`src/rtl/gpf_pkg.sv`:
```
// gravity pair force: shared widths, limits and payload types
`default_nettype none

package gpf_pkg;

  // geometry and field widths
  localparam int NDIM   = 3;
  localparam int POS_W  = 32;
  localparam int MASS_W = 32;
  localparam int IDX_W  = 16;
  localparam int FRC_W  = 64;

  // internal arithmetic widths
  localparam int LIMB_W = 32;
  localparam int DIF_W  = POS_W + 1;
  localparam int SQ_W   = 2 * DIF_W - 1;
  localparam int R_W    = SQ_W + 1;
  localparam int MM_W   = 2 * MASS_W;
  localparam int R2_W   = 2 * R_W;
  localparam int R3_W   = 3 * R_W;
  localparam int P_W    = DIF_W + MM_W;
  localparam int P2_W   = 2 * P_W;
  localparam int Q_W    = FRC_W;
  localparam int N_W    = P2_W + Q_W;
  localparam int Y_W    = (N_W + R3_W) / 2;

  // saturation limits of the force magnitude
  localparam logic [FRC_W-1:0] CAP_POS = {1'b0, {(FRC_W-1){1'b1}}};
  localparam logic [FRC_W-1:0] CAP_NEG = {1'b1, {(FRC_W-1){1'b0}}};

  // per request flags and indices that travel the whole pipe
  typedef struct packed {
    logic [NDIM-1:0]  dpos;
    logic             wi;
    logic             wj;
    logic [IDX_W-1:0] idx_i;
    logic [IDX_W-1:0] idx_j;
    logic             coin;
  } gpf_side_t;

  // payload around the r*r multiplier
  typedef struct packed {
    gpf_side_t                   side;
    logic [NDIM-1:0][DIF_W-1:0]  dabs;
    logic [MM_W-1:0]             mm;
    logic [R_W-1:0]              r;
  } gpf_m1_t;

  // payload around the r^2*r multiplier
  typedef struct packed {
    gpf_side_t                   side;
    logic [NDIM-1:0][DIF_W-1:0]  dabs;
    logic [MM_W-1:0]             mm;
  } gpf_m2_t;

  // payload around the numerator multipliers
  typedef struct packed {
    gpf_side_t        side;
    logic [R3_W-1:0]  r3;
  } gpf_m3_t;

endpackage

`default_nettype wire

```
`src/rtl/gpf_mul.sv`:
```
// limb serial pipelined multiplier, one 32x32 partial product per lane per stage
`default_nettype none

module gpf_mul import gpf_pkg::*; #(
  parameter int LANES = 1,
  parameter int WA    = 32,
  parameter int WB    = 32,
  parameter int WP    = 1
) (
  input  wire logic                          clk,
  input  wire logic                          rst,
  input  wire logic                          adv,
  input  wire logic                          in_valid,
  input  wire logic [LANES-1:0][WA-1:0]      a,
  input  wire logic [LANES-1:0][WB-1:0]      b,
  input  wire logic [WP-1:0]                 in_pl,
  output logic                               out_valid,
  output logic      [LANES-1:0][WA+WB-1:0]   prod,
  output logic      [WP-1:0]                 out_pl
);

  localparam int NA = (WA + LIMB_W - 1) / LIMB_W;
  localparam int NB = (WB + LIMB_W - 1) / LIMB_W;
  localparam int NS = NA * NB;
  localparam int AW = NA * LIMB_W;
  localparam int BW = NB * LIMB_W;
  localparam int WR = WA + WB;

  logic                           v_q   [NS];
  logic [LANES-1:0][AW-1:0]       a_q   [NS];
  logic [LANES-1:0][BW-1:0]       b_q   [NS];
  logic [LANES-1:0][WR-1:0]       acc_q [NS];
  logic [WP-1:0]                  pl_q  [NS];

  for (genvar s = 0; s < NS; s++) begin : g_stage
    localparam int LI = s / NB;
    localparam int LJ = s % NB;

    logic                        v_in;
    logic [LANES-1:0][AW-1:0]    a_in;
    logic [LANES-1:0][BW-1:0]    b_in;
    logic [LANES-1:0][WR-1:0]    acc_in;
    logic [WP-1:0]               pl_in;
    logic [2*LIMB_W-1:0]         pp     [LANES];
    logic [LANES-1:0][WR-1:0]    acc_nx;

    // stage input: ports for the first stage, previous stage otherwise
    if (s == 0) begin : g_first
      always_comb begin
        for (int l = 0; l < LANES; l++) begin
          a_in[l]   = AW'(a[l]);
          b_in[l]   = BW'(b[l]);
          acc_in[l] = '0;
        end
      end
      assign v_in  = in_valid;
      assign pl_in = in_pl;
    end else begin : g_next
      assign v_in   = v_q[s-1];
      assign a_in   = a_q[s-1];
      assign b_in   = b_q[s-1];
      assign acc_in = acc_q[s-1];
      assign pl_in  = pl_q[s-1];
    end

    // one partial product per lane, shifted into place and accumulated
    always_comb begin
      for (int l = 0; l < LANES; l++) begin
        pp[l]     = a_in[l][LI*LIMB_W +: LIMB_W] * b_in[l][LJ*LIMB_W +: LIMB_W];
        acc_nx[l] = acc_in[l] + (WR'(pp[l]) << (LIMB_W * (LI + LJ)));
      end
    end

    // stage valid
    always_ff @(posedge clk) begin
      if (rst) begin
        v_q[s] <= 1'b0;
      end else if (adv) begin
        v_q[s] <= v_in;
      end
    end

    // stage data
    always_ff @(posedge clk) begin
      if (adv) begin
        a_q[s]   <= a_in;
        b_q[s]   <= b_in;
        acc_q[s] <= acc_nx;
        pl_q[s]  <= pl_in;
      end
    end
  end

  assign out_valid = v_q[NS-1];
  assign prod      = acc_q[NS-1];
  assign out_pl    = pl_q[NS-1];

endmodule

`default_nettype wire

```
`config.mk`:
```
export PLATFORM = sky130hd
export DESIGN_NAME = gpf_mul
export DESIGN_NICKNAME = d
export VERILOG_FILES = /design/src/rtl/gpf_pkg.sv /design/src/rtl/gpf_mul.sv
export SDC_FILE = /design/constraint.sdc
export NUM_CORES = 2
export LEC_CHECK = 0
export BUFFER_PORTS_ARGS = -buffer_cell sky130_fd_sc_hd__buf_4
export CAP_MARGIN = 0
export CORE_UTILIZATION = 50
export CTS_BUF_LIST = sky130_fd_sc_hd__clkbuf_8 sky130_fd_sc_hd__clkbuf_16
export DETAILED_ROUTE_END_ITERATION = 7
export MAX_ROUTING_LAYER = met4
export PLACE_DENSITY = 0.75
export SYNTH_ARGS = -nofsm -noshare
export SYNTH_HDL_FRONTEND = slang
export SYNTH_SLANG_ARGS = --single-unit
```
`constraint.sdc`:
```
create_clock -name clk -period 11.8 [get_ports clk]
set_clock_uncertainty 0.2 [all_clocks]
set_input_delay 2.36 -clock clk [delete_from_list [all_inputs] [get_ports clk]]
set_output_delay 2.36 -clock clk [all_outputs]
set_load 0.01 [all_outputs]
```
==> summary.md <==
| Metric | Value |
|---|---|
| Status | `complete, no violations` |
| Slew HR | `0.400` |
| Critical path endpoint | `acc_q[0][62]$_DFFE_PP_` |
| Unrepaired setup endpoints after global routing | `false` |
| CP max stage delay | `0.57 ns` |
| GRT Resource Usage Total | `0.277` |
| Post_cts resized | `0` |
| Final min period | `roughly 10 ns` |
| Initial cell density of the core | `0.505` |
| CTS Hold Bufs | `0` |
| Maximum clock rate | `99.3 MHz` |
| Core Region | `0.0700 mm²` |
| Worst Setup SP | `b[8]` |
| Vias per std cell | `5.47` |
| Largest net degree at the start of global routing | `68` |
| Synth area leaders | `fa_1 (51%), and2_1 (11%), ha_1 (9.3%)` |
| Synth Flop Type | `edfxtp_1` |
| Routed Antenna Nets | `0` |
| TritonCTS clock tree | `built` |
| Total wire length | `91200 µm` |
| Final Setup Violations | `0` |
| Top cell type by total area after synthesis | `fa_1` |
| GR Util met1 | `0.310` |
| Cell mode on critical path | `fa_1` |
| Clock Sinks | `66` |
| DP Wirelength | `71500 µm` |
| Clock slew at reported path FFs | `~0.060 ns` |
| Die H | `268 µm` |
| Yosys cell types | `56` |
| 1st-iter DRT viols | `around 1700` |
| Final hold slack | `approximately 2 ns` |
| Synthesis-to-finish area growth | `4.73%` |
| Syn Area/Cell | `9.40 µm²` |
| Yosys top cell area share | `0.507` |
| GRT met3 Usage | `0.0379` |
| Via Count | `~25000` |
| Global Route met2 Usage | `0.478` |
| Yosys warnings | `0` |
| Die area | `between 0.07 and 0.08 mm²` |
| Max Buffers Root-to-Sink | `2` |
| Gpl congestion | `around 0.95` |
| Grt ovf | `0` |
| Post-Syn Area | `0.0353 mm²` |
| Worst path cell trace | `buf_4, nand2_1, fa_1, inv_1, fa_1, inv_1, fa_1, inv_1, fa_1, fa_1, fa_1, fa_1, inv_1, fa_1, inv_1, ha_1, nand4_1, or4_1, or3_1, a31oi_1, a31o_2, a211oi_1, o21ai_1, xor2_1` |
| Crit start category | `input pin` |
| Cell count after synthesis | `between 3000 and 4000` |
| Slowest CP cell | `fa_1` |
| Layout Nets | `4908` |
| Post-synthesis sequential area ratio | `0.0561` |
| First-pass GRT wire length | `148000 µm` |
| Post-synth EDFFs | `between 60 and 70` |
| Die X | `around 270 µm` |
| Most frequent cell after synthesis | `fa_1` |
| Initial antenna violation count | `1` |
| Flops & latches, synth | `66` |
| DR WL/cell | `a little under 20 µm` |
| Worst Path Required | `~12 ns` |
| H-tree depth | `3` |
| Post-CTS Setup Inserts | `0` |
| Max-capacitance violation count | `0` |
| Syn_nets | `about 5000` |
| Crit path DAT | `around 10 ns` |
| IO Pins | `135` |
| Tightest Pin Transition | `0.900 ns` |
| Rows | `just under 100` |
| Share of cells above drive strength 1 | `0.0440` |
| Top cells by count, synth | `fa_1 (896), inv_1 (863), and2_1 (603)` |
| Final hold violation count | `0` |
| First drt pass iteration count | `5` |
| Finished Core Util | `0.529` |
| I/O Buffers | `134` |
| DRC viols | `0` |
| Crit end category | `register` |
| Max Transition Viols Final | `0` |
| Cell chosen for the clock root | `clkbuf_16` |
| Post-synth ARST share | `0` |
| Fill count | `6293` |
| Crit path max fanout | `32` |
| Vias in the first global route | `27900` |
| Crit path kind | `input pin to register` |
| GR peak layer | `met2` |
| Worst Hold Class | `input pin to register` |
| Final setup TNS | `0 ns` |
| Finished Layout Cells | `4626` |
| CTS Buf Count | `9` |
| Final period utilization | `0.853` |
| # placed instances | `4609` |
[per-layer routing]
layer | share of wire | wire, µm
met1 | 0.35 | 32200
met2 | 0.52 | 47200
met3 | 0.061 | 5570
met4 | 0.068 | 6230
met5 | 0 | 0
[layout make-up]
type,count,area [µm²],area share
Multi-Input combinational cell,2606,29300,0.790
Antenna cell,1,2.50,0.0000676
Tap cell,940,1180,0.0318
Timing Repair Buffer,134,1010,0.0272
Sequential cell,66,1980,0.0535
Inverter,863,3240,0.0875
Clock inverter,7,125,0.00338
Clock buffer,9,225,0.00608
[kinds of logic (layout without fill, tap and decap cells)]
kind of cell	after synthesis	in the layout	synth area share
AND/OR/NAND/NOR	1182	1182	0.174
adder cells (fa/ha/maj)	1159	1159	0.601
buffers and inverters	1090	1013	0.116
AO/OA/AOI/OAI	205	205	0.0384
flip-flops	66	66	0.0561
XOR/XNOR	59	59	0.0146
multiplexers	1	1	0.000283
other	0	1	0
[layout by cell type, fill, tap and decap left out, drive strengths merged, types with 24 or more instances in the layout]
| master | Yosys | routed |
|---|---|---|
| a21o | 37 | 37 |
| a21oi | 70 | 70 |
| and2 | 603 | 603 |
| buf | 11 | 134 |
| edfxtp | 66 | 66 |
| fa | 896 | 896 |
| ha | 263 | 263 |
| inv | 863 | 864 |
| nand2 | 478 | 478 |
| nand4 | 24 | 24 |
| o21ai | 30 | 30 |
| xnor2 | 33 | 33 |
| xor2 | 26 | 26 |
[sequential cells by signal, indices dropped and copies added (netlist names)]
signal  count
pl_q        1
v_q         1
acc_q      64
[worst max-delay path, delay by kind of cell]
kind	cells	cell delay, ns
xor gates and xnor gates	1	0.09
AOI/OAI and AO/OA	4	1.08
buffers and inverters	6	0.64
adders and majority gates	9	4.54
and+or+nand+nor	4	1.20
[stage by stage]
stage | setup slack, ns | area [µm²]
6_report | 1.73 | 37000
5_1_grt | 1.51 | 37000
4_1_cts | 1.85 | 37000
2_1_floorplan | 2.37 | 35300
3_3_place_gp | 1.63 | 36700
3_5_place_dp | 1.49 | 36700
[worst min path at each step]
stage                     start                 to  slack [ns]  cells past startpoint
after floorplan           in_pl  pl_q[0]$_DFFE_PP_        2.26                      0
after global placement    in_pl  pl_q[0]$_DFFE_PP_        2.34                      1
after detailed placement  in_pl  pl_q[0]$_DFFE_PP_        2.34                      1
after CTS                 in_pl  pl_q[0]$_DFFE_PP_        1.99                      1
after global routing      in_pl  pl_q[0]$_DFFE_PP_        1.98                      1
final                     in_pl  pl_q[0]$_DFFE_PP_        2.01                      1
Power is not shown: default switching activity piles up to over one toggle a cycle in this logic, so the estimate is an artifact.
